===== src/rtl/lks_pkg.sv =====
`default_nettype none

package lks_pkg;

  localparam int unsigned KEY_W = 32;
  localparam int unsigned OCC_W = 5;
  localparam int unsigned OP_W  = 2;
  localparam int unsigned CFG_W = 5;

  localparam logic [OP_W-1:0] OP_LOOKUP = 2'd0;
  localparam logic [OP_W-1:0] OP_TOUCH  = 2'd1;
  localparam logic [OP_W-1:0] OP_CLEAR  = 2'd2;

  localparam logic [CFG_W-1:0] MAX_ENTRIES_RESET = 5'd16;

  typedef struct packed {
    logic [OP_W-1:0]  operation;
    logic [KEY_W-1:0] key;
  } in_item_t;

  typedef struct packed {
    logic             hit;
    logic             evicted;
    logic [KEY_W-1:0] evicted_key;
    logic [OCC_W-1:0] occupancy;
  } out_item_t;

endpackage

`default_nettype wire


===== src/rtl/lru_key_store_top.sv =====
`default_nettype none

// Channel   Direction  Handshake             Word
// in        input      in_valid_i/in_stall_o  in_item_t: operation, key
// out       output     out_valid_o/out_stall_i out_item_t: hit, evicted, evicted_key, occupancy
// cfg       input      cfg_valid_i/cfg_ready_o max_entries, 5 bits
//
// A clear empties the set and goes straight to its result. A lookup or touch walks the
// stored keys through the single read port of the key memory, one slot per cycle, then a
// touch shifts the newer keys down one slot per cycle and appends. One word is worked on
// at a time.
// Reset empties the set and sets capacity to min(16, CAPACITY); key memory needs no clearing.
// A result waits in an output register, so the next word is taken while out is stalled.

module lru_key_store_top
  import lks_pkg::*;
#(
  parameter int unsigned CAPACITY = 16
) (
  input  wire logic             clk_i,
  input  wire logic             rst_ni,
  input  wire logic             in_valid_i,
  output logic                  in_stall_o,
  input  in_item_t              in_data_i,
  output logic                  out_valid_o,
  input  wire logic             out_stall_i,
  output out_item_t             out_data_o,
  input  wire logic             cfg_valid_i,
  output logic                  cfg_ready_o,
  input  wire logic [CFG_W-1:0] cfg_data_i
);

  localparam int unsigned IDX_W = (CAPACITY > 1) ? $clog2(CAPACITY) : 1;
  localparam int unsigned CNT_W = $clog2(CAPACITY + 1);

  logic             mem_we;
  logic [IDX_W-1:0] mem_waddr;
  logic [KEY_W-1:0] mem_wdata;
  logic [IDX_W-1:0] mem_raddr;
  logic [KEY_W-1:0] mem_rdata;
  logic             res_push;
  logic             res_ready;
  out_item_t        res_data;

  assign cfg_ready_o = 1'b1;

  lks_ctrl #(
    .CAPACITY (CAPACITY),
    .IDX_W    (IDX_W),
    .CNT_W    (CNT_W)
  ) u_ctrl (
    .clk_i       (clk_i),
    .rst_ni      (rst_ni),
    .cfg_valid_i (cfg_valid_i),
    .cfg_data_i  (cfg_data_i),
    .in_valid_i  (in_valid_i),
    .in_stall_o  (in_stall_o),
    .in_data_i   (in_data_i),
    .res_ready_i (res_ready),
    .res_push_o  (res_push),
    .res_data_o  (res_data),
    .mem_we_o    (mem_we),
    .mem_waddr_o (mem_waddr),
    .mem_wdata_o (mem_wdata),
    .mem_raddr_o (mem_raddr),
    .mem_rdata_i (mem_rdata)
  );

  lks_mem #(
    .DEPTH (CAPACITY),
    .AW    (IDX_W),
    .DW    (KEY_W)
  ) u_mem (
    .clk_i   (clk_i),
    .we_i    (mem_we),
    .waddr_i (mem_waddr),
    .wdata_i (mem_wdata),
    .raddr_i (mem_raddr),
    .rdata_o (mem_rdata)
  );

  lks_out u_out (
    .clk_i       (clk_i),
    .rst_ni      (rst_ni),
    .push_i      (res_push),
    .data_i      (res_data),
    .ready_o     (res_ready),
    .out_valid_o (out_valid_o),
    .out_stall_i (out_stall_i),
    .out_data_o  (out_data_o)
  );

endmodule

`default_nettype wire


===== src/rtl/lks_mem.sv =====
`default_nettype none

module lks_mem #(
  parameter int unsigned DEPTH = 16,
  parameter int unsigned AW    = 4,
  parameter int unsigned DW    = 32
) (
  input  wire logic          clk_i,
  input  wire logic          we_i,
  input  wire logic [AW-1:0] waddr_i,
  input  wire logic [DW-1:0] wdata_i,
  input  wire logic [AW-1:0] raddr_i,
  output logic      [DW-1:0] rdata_o
);

  logic [DW-1:0] mem_q [DEPTH];

  always_ff @(posedge clk_i) begin
    if (we_i) begin
      mem_q[waddr_i] <= wdata_i;
    end
  end

  always_ff @(posedge clk_i) begin
    rdata_o <= mem_q[raddr_i];
  end

endmodule

`default_nettype wire


===== src/rtl/lks_out.sv =====
`default_nettype none

module lks_out
  import lks_pkg::*;
(
  input  wire logic      clk_i,
  input  wire logic      rst_ni,
  input  wire logic      push_i,
  input  out_item_t      data_i,
  output logic           ready_o,
  output logic           out_valid_o,
  input  wire logic      out_stall_i,
  output out_item_t      out_data_o
);

  logic      valid_q, valid_d;
  out_item_t data_q;

  // The holding register can take a new word when empty or when its word leaves now.
  assign ready_o = !valid_q || !out_stall_i;

  always_comb begin
    valid_d = valid_q;
    if (push_i && ready_o) begin
      valid_d = 1'b1;
    end else if (valid_q && !out_stall_i) begin
      valid_d = 1'b0;
    end
  end

  always_ff @(posedge clk_i or negedge rst_ni) begin
    if (!rst_ni) begin
      valid_q <= 1'b0;
    end else begin
      valid_q <= valid_d;
    end
  end

  always_ff @(posedge clk_i) begin
    if (push_i && ready_o) begin
      data_q <= data_i;
    end
  end

  assign out_valid_o = valid_q;
  assign out_data_o  = data_q;

endmodule

`default_nettype wire


===== src/rtl/lks_ctrl.sv =====
`default_nettype none

module lks_ctrl
  import lks_pkg::*;
#(
  parameter int unsigned CAPACITY = 16,
  parameter int unsigned IDX_W    = 4,
  parameter int unsigned CNT_W    = 5
) (
  input  wire logic             clk_i,
  input  wire logic             rst_ni,
  input  wire logic             cfg_valid_i,
  input  wire logic [CFG_W-1:0] cfg_data_i,
  input  wire logic             in_valid_i,
  output logic                  in_stall_o,
  input  in_item_t              in_data_i,
  input  wire logic             res_ready_i,
  output logic                  res_push_o,
  output out_item_t             res_data_o,
  output logic                  mem_we_o,
  output logic      [IDX_W-1:0] mem_waddr_o,
  output logic      [KEY_W-1:0] mem_wdata_o,
  output logic      [IDX_W-1:0] mem_raddr_o,
  input  wire logic [KEY_W-1:0] mem_rdata_i
);

  localparam int unsigned EXT_W = (CNT_W > OCC_W) ? CNT_W : OCC_W;

  typedef enum logic [2:0] {
    ST_IDLE,
    ST_SEARCH,
    ST_SHIFT,
    ST_APPEND,
    ST_DONE
  } state_e;

  state_e           state_q, state_d;
  logic [CFG_W-1:0] max_q, max_d;
  logic [CNT_W-1:0] count_q, count_d;
  logic [CNT_W-1:0] rd_q, rd_d;
  logic [CNT_W-1:0] cmp_idx_q, cmp_idx_d;
  logic             cmp_v_q, cmp_v_d;
  logic [IDX_W-1:0] wa_q, wa_d;
  logic             wv_q, wv_d;
  logic [OP_W-1:0]  op_q, op_d;
  logic [KEY_W-1:0] key_q, key_d;
  logic [KEY_W-1:0] slot0_q, slot0_d;
  logic             hit_q, hit_d;
  logic             evict_q, evict_d;
  logic [KEY_W-1:0] evk_q, evk_d;

  logic [EXT_W-1:0] cap_req, cap_max, cap_eff, count_ext;
  logic [CNT_W-1:0] rd_dec, cmp_next;
  logic             full, found, missed;

  always_comb begin
    cap_req   = EXT_W'(max_q);
    cap_max   = EXT_W'(CAPACITY);
    count_ext = EXT_W'(count_q);
    if (cap_req == '0) begin
      cap_eff = EXT_W'(1);
    end else if (cap_req > cap_max) begin
      cap_eff = cap_max;
    end else begin
      cap_eff = cap_req;
    end
    full     = (count_ext >= cap_eff);
    rd_dec   = rd_q - CNT_W'(1);
    cmp_next = cmp_idx_q + CNT_W'(1);
    found    = cmp_v_q && (mem_rdata_i == key_q);
    missed   = (count_q == '0) || (cmp_v_q && (cmp_next == count_q));
  end

  always_comb begin
    state_d   = state_q;
    max_d     = max_q;
    count_d   = count_q;
    rd_d      = rd_q;
    cmp_idx_d = cmp_idx_q;
    cmp_v_d   = 1'b0;
    wa_d      = wa_q;
    wv_d      = 1'b0;
    op_d      = op_q;
    key_d     = key_q;
    slot0_d   = slot0_q;
    hit_d     = hit_q;
    evict_d   = evict_q;
    evk_d     = evk_q;

    mem_we_o    = 1'b0;
    mem_waddr_o = wa_q;
    mem_wdata_o = mem_rdata_i;
    mem_raddr_o = rd_q[IDX_W-1:0];
    res_push_o  = 1'b0;

    if (cfg_valid_i) begin
      max_d = cfg_data_i;
    end

    unique case (state_q)
      ST_IDLE: begin
        if (in_valid_i) begin
          op_d    = in_data_i.operation;
          key_d   = in_data_i.key;
          hit_d   = 1'b0;
          evict_d = 1'b0;
          evk_d   = '0;
          rd_d    = '0;
          if (in_data_i.operation == OP_CLEAR) begin
            count_d = '0;
            state_d = ST_DONE;
          end else begin
            state_d = ST_SEARCH;
          end
        end
      end

      // One slot is read per cycle; the word read last cycle is compared now.
      ST_SEARCH: begin
        if (cmp_v_q && (cmp_idx_q == '0)) begin
          slot0_d = mem_rdata_i;
        end
        if (found || missed) begin
          hit_d = found;
          if (op_q != OP_TOUCH) begin
            state_d = ST_DONE;
          end else if (found) begin
            rd_d    = cmp_next;
            state_d = ST_SHIFT;
          end else if (full) begin
            // Eviction of the oldest slot; slot zero was read first in the walk.
            evict_d = 1'b1;
            evk_d   = (cmp_idx_q == '0) ? mem_rdata_i : slot0_q;
            rd_d    = CNT_W'(1);
            state_d = ST_SHIFT;
          end else begin
            state_d = ST_APPEND;
          end
        end else if (rd_q < count_q) begin
          cmp_v_d   = 1'b1;
          cmp_idx_d = rd_q;
          rd_d      = rd_q + CNT_W'(1);
        end
      end

      // Each newer key moves one slot toward the oldest end, one slot per cycle.
      ST_SHIFT: begin
        mem_we_o = wv_q;
        if (rd_q < count_q) begin
          wv_d = 1'b1;
          wa_d = rd_dec[IDX_W-1:0];
          rd_d = rd_q + CNT_W'(1);
        end else if (!wv_q) begin
          count_d = count_q - CNT_W'(1);
          state_d = ST_APPEND;
        end
      end

      ST_APPEND: begin
        mem_we_o    = 1'b1;
        mem_waddr_o = count_q[IDX_W-1:0];
        mem_wdata_o = key_q;
        count_d     = count_q + CNT_W'(1);
        state_d     = ST_DONE;
      end

      ST_DONE: begin
        res_push_o = 1'b1;
        if (res_ready_i) begin
          state_d = ST_IDLE;
        end
      end

      default: begin
        state_d = ST_IDLE;
      end
    endcase
  end

  always_ff @(posedge clk_i or negedge rst_ni) begin
    if (!rst_ni) begin
      state_q <= ST_IDLE;
      max_q   <= MAX_ENTRIES_RESET;
      count_q <= '0;
      cmp_v_q <= 1'b0;
      wv_q    <= 1'b0;
    end else begin
      state_q <= state_d;
      max_q   <= max_d;
      count_q <= count_d;
      cmp_v_q <= cmp_v_d;
      wv_q    <= wv_d;
    end
  end

  always_ff @(posedge clk_i) begin
    rd_q      <= rd_d;
    cmp_idx_q <= cmp_idx_d;
    wa_q      <= wa_d;
    op_q      <= op_d;
    key_q     <= key_d;
    slot0_q   <= slot0_d;
    hit_q     <= hit_d;
    evict_q   <= evict_d;
    evk_q     <= evk_d;
  end

  assign in_stall_o = (state_q != ST_IDLE);

  always_comb begin
    res_data_o.hit         = hit_q;
    res_data_o.evicted     = evict_q;
    res_data_o.evicted_key = evk_q;
    res_data_o.occupancy   = count_ext[OCC_W-1:0];
  end

endmodule

`default_nettype wire

===== config.mk =====
export PLATFORM = sky130hd
export DESIGN_NAME = lru_key_store_top
export DESIGN_NICKNAME = d
export VERILOG_FILES = /design/src/rtl/lks_pkg.sv /design/src/rtl/lru_key_store_top.sv /design/src/rtl/lks_mem.sv /design/src/rtl/lks_out.sv /design/src/rtl/lks_ctrl.sv
export SDC_FILE = /design/constraint.sdc
export NUM_CORES = 1
export LEC_CHECK = 0
export ABC_AREA = 1
export BUFFER_PORTS_ARGS = -buffer_cell sky130_fd_sc_hd__buf_2
export CAP_MARGIN = 20
export CORE_UTILIZATION = 45
export DETAILED_ROUTE_END_ITERATION = 10
export GPL_TIMING_DRIVEN = 0
export RECOVER_POWER = 100
export SYNTH_ARGS = -nofsm -noshare
export SYNTH_HDL_FRONTEND = slang
export SYNTH_SLANG_ARGS = --single-unit

===== constraint.sdc =====
create_clock -name clk_i -period 3.9 [get_ports clk_i]
set_input_delay 0.585 -clock clk_i [delete_from_list [all_inputs] [get_ports clk_i]]
set_output_delay 0.585 -clock clk_i [all_outputs]
set_load 0.01 [all_outputs]

==> metrics, run 1 <==
ANT nets after route=0; part of the Yosys area used for sequential elements=73.80%; Initial Utilization=45.88%; RSZ-0062 raised after global routing=no; peak supply drop=349.4 uV; Worst Hold Class=in2reg; dpl ws=0.7332 ns; Clk pwr share=25.6%; Synth Instances=2272; Synthesis Warnings=0; worst-path maximum fanout=11; CP arrival=3.95 ns; Setup Buffers After CTS=0; synthesized area=28470 um2; Hold Fails Final Rpt=0; GRT Residual Overflow=0; multi-input logic area=6564 um2; vias per inst=5.638; Routed wire per std cell=24.33 um; Switching Power=10.44 mW; register share of total power=40.5%; Period minus WS final=3.522 ns; H-tree Lvls=3; Pre-antenna DRT Iters=7; Net Count, Synth=2333; FF+latch count, synth=713; Synth-to-Final Area Change=15.18%; Setup Skew=0.02515 ns; Layout fillers=5292; vias in the first global route=18490; max_slew headroom=-27.81%; Reg-to-Reg Start=u_ctrl.rd_q[0]; die width=253.5 um; num rows=91; Detailed Route Iter0 Violations=2311; Core ar.=62050 um2; FMAX=0.2840 GHz; cts hold-fix bufs=1; P per Cell Area=827.1 nW/um2; clock transition at the registers of the reported paths=0.06 ns; Tcrit/Tclk final=90.30%; Worst Hold Launch=in_data_i[16]; Post-synth ARST share=2.244%; via count=18995; post-placement cell count=3234; TritonCTS clock tree=yes; Primary FF master, synth=edfxtp_1; LEAKAGE=11.15 nW; TritonCTS Sinks=713; DP HPWL=58060 um; Worst Setup SP=u_ctrl.rd_q[0]; layout cell share with drive strength beyond 1=9.321%; worst skew pair latency=0.63 ns; Die Y-Extent=253.5 um; clk buf depth=3; final setup fails=0; failing checks=capacitance limit, slew limit; Logic pwr share=34.0%; RePlAce Congestion=0.9047; CP startpoint kind=flop; internal power=16.69 mW; post-route insts no fill=3369; Num CTS Buffers=75; number of diodes=0; port buffer count=83; die area=64280 um2; total power=27.12 mW; Total Neg Setup Slack=0 ns; initial antenna violation count=4; first-pass GRT wire length=119100 um; Remaining DRCs=0; syn avg cell area=12.53 um2; Final Worst Setup Slack=0.3784 ns; number of synthesized flops with an enable pin=665; Critical Path End Type=flop; wirelength, routed=81980 um; synth unique cells=49; Hold Slack=0.1465 ns; Switching Share=38.48%; worst endpoint required time=4.33 ns; kind of critical path=reg2reg; GRT Total Usage=25.74%; fin nets=2538; outcome=finished, violations left; largest net degree at the start of global routing=34; Root Driver=clkbuf_16; Worst-Margin Slew=1.917 ns; number of max-slew violations in the final report=84; register area=21010 um2; MaxCap Viol Count=4; I/O Pins=86; Post-CTS Resized=0
-- cell families after synthesis --
kind of cell             share of synthesized area [%]
buffers and inverters                            3.397
AO/OA/AOI/OAI                                    11.78
flip-flops                                       73.80
other                                          0.01317
XOR/XNOR                                        0.7076
AND/OR/NAND/NOR                                  9.528
adder cells (fa/ha/maj)                         0.7735
-- routing by layer --
layer,global-route usage (%),vias up,share of wire (%)
met4,9.229,4,3.0
met2,42.47,927,48
met3,4.599,141,9.0
met5,0,-,0.026
li1,-,8665,-
met1,34.18,9258,40
-- worst paths after layout --
| check | end | slack [ns] | cells past startpoint |
|---|---|---|---|
| setup / recovery | u_mem.rdata_o[17] | 0.38 | 8 |
| hold / removal | u_ctrl.key_q[16] | 0.15 | 1 |
| setup reg to reg | u_mem.rdata_o[17] | 0.38 | 8 |
| hold reg to reg | u_out.out_data_o[22] | 0.42 | 0 |
| max in group asynchronous | u_ctrl.cmp_v_q | 2.71 | 2 |
| min in group asynchronous | u_ctrl.count_ext[3] | 0.63 | 2 |
-- power groups by stage --
stage	sequential, mW	combinational [mW]	clock [mW]
after detailed placement	11.1	9.38	0
final	11.0	9.21	6.94
after global routing	11.1	9.99	7.30
after floorplan	10.9	5.33	0
after CTS	10.9	9.43	7.02
after global placement	11.2	8.79	0
-- cell type report --
cell class                      instances  area share [%]
Tap cell                              837           3.193
Sequential cell                       713           64.07
Buffer                                125           1.660
Multi-Input combinational cell       1330           20.02
Timing Repair Buffer                  128           2.678
Inverter                              104           1.206
Clock buffer                           97           6.101
Clock inverter                         35           1.076
-- cell usage after synthesis (3+ instances only) --
cell,number,share of area [%]
edfxtp_1,665,70
nor2_1,403,5.3
o21ai_0,351,6.2
nand2_1,199,2.6
o22ai_1,155,3.4
inv_1,94,1.2
clkbuf_1,67,0.88
a21oi_1,55,0.97
buf_2,47,0.83
o21ai_1,34,0.60
dfxtp_1,32,2.3
nand3_1,26,0.46
ha_1,16,0.70
dfrtp_1,15,1.3
xnor2_1,15,0.46
nand4_1,12,0.26
inv_2,9,0.12
a22oi_1,8,0.21
nor3_1,8,0.14
xor2_1,8,0.25
buf_6,4,0.16
or2_1,4,0.088
buf_4,3,0.079
nand2_4,3,0.12
nor4_1,3,0.066
o21bai_1,3,0.079
o31ai_2,3,0.13
-- worst max-delay path: stages, from the launching register on --
cell and delay [ns]:
edfxtp_1 0.64, clkbuf_1 0.45, inv_6 0.24, clkbuf_1 0.45, clkbuf_1 0.57, nor2_1 0.10
o22ai_1 0.23, nand2_1 0.08, a22oi_1 0.56
-- cells in the final DEF, fill, tap and decap left out, drive strengths merged, types with 2 or more instances in the layout --
master,instances
a31oi,2
clkbuf,250
or2,6
nand4,13
nor3,10
o21ai,386
a22oi,8
dfxtp,32
o22ai,155
o21bai,3
nand2,204
nor4,3
inv,108
nor2,405
buf,99
xnor2,15
dfrtp,15
o31ai,3
xor2,8
clkinv,24
a21oi,56
bufinv,6
ha,16
nand3,29
edfxtp,665
-- flip-flops by register name (all words and copies together) (netlist names), 4 cells and up --
register and cells:
u_ctrl.evk_q 32, u_ctrl.count_ext 5, u_ctrl.wa_q 4, u_ctrl.cap_req 5, u_ctrl.key_q 32, u_mem.rdata_o 32
u_mem.mem_q 512, u_ctrl.slot0_q 32, u_out.out_data_o 39, u_ctrl.rd_q 5, u_ctrl.cmp_idx_q 5
-- per-stage QoR --
step	instance area (um2)	util, %
after floorplan	28470	-
after global placement	29930	48.24
after detailed placement	30760	49.56
after CTS	33120	53.37
after global routing	32790	52.85
final	32790	52.85
Power figures use the tool's default switching activity.
==> run 2: changes to the inputs <==
--- a/config.mk
+++ b/config.mk
@@ -8,6 +8,7 @@
 export ABC_AREA = 1
 export BUFFER_PORTS_ARGS = -buffer_cell sky130_fd_sc_hd__buf_2
 export CAP_MARGIN = 20
+export CORE_MARGIN = 2
 export CORE_UTILIZATION = 45
 export DETAILED_ROUTE_END_ITERATION = 10
 export GPL_TIMING_DRIVEN = 0
==> metrics, run 2 (synthesis results as in run 1) <==
TritonCTS clock tree=yes (unchanged); dpl ws=0.8237 ns (was 0.7332 ns); TritonCTS Sinks=713 (unchanged); Setup Skew=0.02492 ns (was 0.02515 ns); Crit Reg-Reg Endpoint=u_mem.rdata_o[9] (was u_mem.rdata_o[17]); FF-to-FF path depth=7 (was 8); Worst Hold Class=in2reg (unchanged); max_slew headroom=-26.36% (was -27.81%); vias per inst=5.606 (was 5.638); Remaining DRCs=0 (unchanged); number of max-slew violations in the final report=88 (was 84); first-pass GRT wire length=119400 um (was 119100 um); register area=21010 um2 (unchanged); Hold Slack=0.1467 ns (was 0.1465 ns); Setup Buffers After CTS=0 (unchanged); crit path cell chain=clkbuf_1 -> buf_2 -> buf_2 -> nor2_1 -> o22ai_1 -> nand2_1 -> a22oi_1 (was clkbuf_1 -> inv_6 -> clkbuf_1 -> clkbuf_1 -> nor2_1 -> o22ai_1 -> nand2_1 -> a22oi_1); multi-input logic area=6559 um2 (was 6564 um2); peak per-stage delay on the critical path=0.71 ns (was 0.64 ns); Num CTS Buffers=75 (unchanged); num rows=92 (was 91); final setup fails=0 (unchanged); vias in the first global route=18465 (was 18490); initial antenna violation count=3 (was 4); wirelength, routed=82210 um (was 81980 um); FF-to-FF setup slack=0.54 ns (was 0.38 ns); MaxCap Viol Count=4 (unchanged); port buffer count=83 (unchanged); layout cell share with drive strength beyond 1=9.677% (was 9.321%); clock transition at the registers of the reported paths=0.06 ns (about the same); failing checks=capacitance limit, slew limit (unchanged); CP arrival=3.81 ns (was 3.95 ns); Final Worst Setup Slack=0.5404 ns (was 0.3784 ns); global route hottest layer=met2 (unchanged); peak supply drop=329.8 uV (was 349.4 uV); I/O Pins=86 (unchanged); RePlAce Congestion=0.8682 (was 0.9047); slowest stage cell, crit path=edfxtp_1 (unchanged); Critical Path End Type=flop (unchanged); Hold Fails Final Rpt=0 (unchanged); Synth-to-Final Area Change=15.80% (was 15.18%); Worst-Margin Slew=1.895 ns (was 1.917 ns); number of diodes=0 (unchanged); Pre-antenna DRT Iters=6 (was 7); CP top delay family=buffers and inverters (unchanged); total power=27.36 mW (was 27.12 mW); Crit path top cell by count=buf_2 (was clkbuf_1); Root Driver=clkbuf_16 (unchanged); Detailed Route Iter0 Violations=2225 (was 2311); die width=255.5 um (was 253.5 um); Layout fillers=5401 (was 5292); most frequent cells in the layout=665 x edfxtp_1, 387 x nor2_1, 350 x o21ai_0 (unchanged); GRT Residual Overflow=0 (unchanged); Hold Path Depth=1 (unchanged); Routed wire per std cell=24.27 um (was 24.33 um); Worst Hold Launch=in_data_i[12] (was in_data_i[16]); Reg-to-Reg Start=u_ctrl.rd_q[0] (unchanged); Period minus WS final=3.360 ns (was 3.522 ns); H-tree Lvls=3 (unchanged); ANT nets after route=0 (unchanged); worst skew pair latency=0.62 ns (was 0.63 ns); met2 usage=41.12% (was 42.47%); design area=32970 um2 (was 32790 um2); die area=65300 um2 (was 64280 um2); LEAKAGE=11.22 nW (was 11.15 nW); Core ar.=62850 um2 (was 62050 um2); RSZ-0062 raised after global routing=no (unchanged); outcome=finished, violations left (unchanged); Tcrit/Tclk final=86.14% (was 90.30%); hold endpoint=u_ctrl.key_q[12] (was u_ctrl.key_q[16]); placed instance area=30830 um2 (was 30760 um2); M3 GR Usage=5.427% (was 4.599%); clk buf depth=3 (unchanged); CP bufs+invs=3 (was 4); kind of critical path=reg2reg (unchanged); Initial Utilization=45.30% (was 45.88%); via count=18993 (was 18995); Largest register FFs=512 (unchanged); DP HPWL=58650 um (was 58060 um); Die Y-Extent=255.5 um (was 253.5 um); worst-path maximum fanout=10 (was 11); Top reg by flops=u_mem.mem_q (unchanged); largest net degree at the start of global routing=34 (unchanged); P per Cell Area=829.9 nW/um2 (was 827.1 nW/um2); GRT Total Usage=24.83% (was 25.74%); CP startpoint kind=flop (unchanged); GR Util met1=32.55% (was 34.18%); FMAX=0.2977 GHz (was 0.2840 GHz); worst endpoint required time=4.35 ns (was 4.33 ns); commonest non-fill, non-tap cell in the layout=edfxtp_1 (unchanged); fin nets=2541 (was 2538)
[run 2: changes by cell type in the layout (fill, tap and decap cells not counted), sizes merged]
cell / delta
clkbuf: -2
bufinv: +1
clkinvlp: +3
buf: +3
clkinv: +8
inv: -3
[run 2: worst max-delay path by stage]
stage                        start                 end  slack (ns)  cells past startpoint
3_5_place_dp       u_ctrl.key_q[6]    u_ctrl.evk_q[11]        0.82                      9
2_1_floorplan  u_ctrl.cmp_idx_q[0]   u_ctrl.slot0_q[0]        0.31                      4
3_3_place_gp   u_ctrl.cmp_idx_q[0]  u_ctrl.slot0_q[10]       -1.30                      4
5_1_grt          u_ctrl.state_q[2]  u_mem.mem_q[4][24]        0.36                      9
4_1_cts            u_ctrl.key_q[6]    u_ctrl.evk_q[11]        0.81                      9
6_report            u_ctrl.rd_q[0]    u_mem.rdata_o[9]        0.54                      7
[run 2: repair_timing]
| item | in CTS | in global routing |
|---|---|---|
| hold buffers | 1 | 0 |
| gates resized for setup | 0 | 0 |
| hold endpoints to repair | 15 | 0 |
[run 2: area by class of cell]
class                      count  area share [%]
tap                          846           3.211
multi-input combinational   1330           19.89
inverter                     104           1.199
sequential                   713           63.73
clock inverter                44           1.302
clock buffer                  95           6.174
buffer                       125           1.662
timing repair buffer         131           2.831
[run 2: per-layer routing]
metal	wire [um]	up-vias
met5	0	-
met4	2590	0
met3	7235	153
met2	39070	878
met1	33310	9298
li1	-	8664
[run 2: report_power, final]
group / internal, mW / switching (mW) / total [mW]
clock network: 4.18 / 2.96 / 7.14
logic: 2.24 / 7.02 / 9.25
registers: 10.4 / 0.541 / 11.0
[run 2: metrics by stage]
stage,TNS [ns],cells,util [%]
2_1_floorplan,0,2272,-
3_3_place_gp,-449.15,3201,47.64
3_5_place_dp,0,3246,49.05
4_1_cts,0,3386,52.99
5_1_grt,0,3388,52.46
6_report,0,3388,52.46
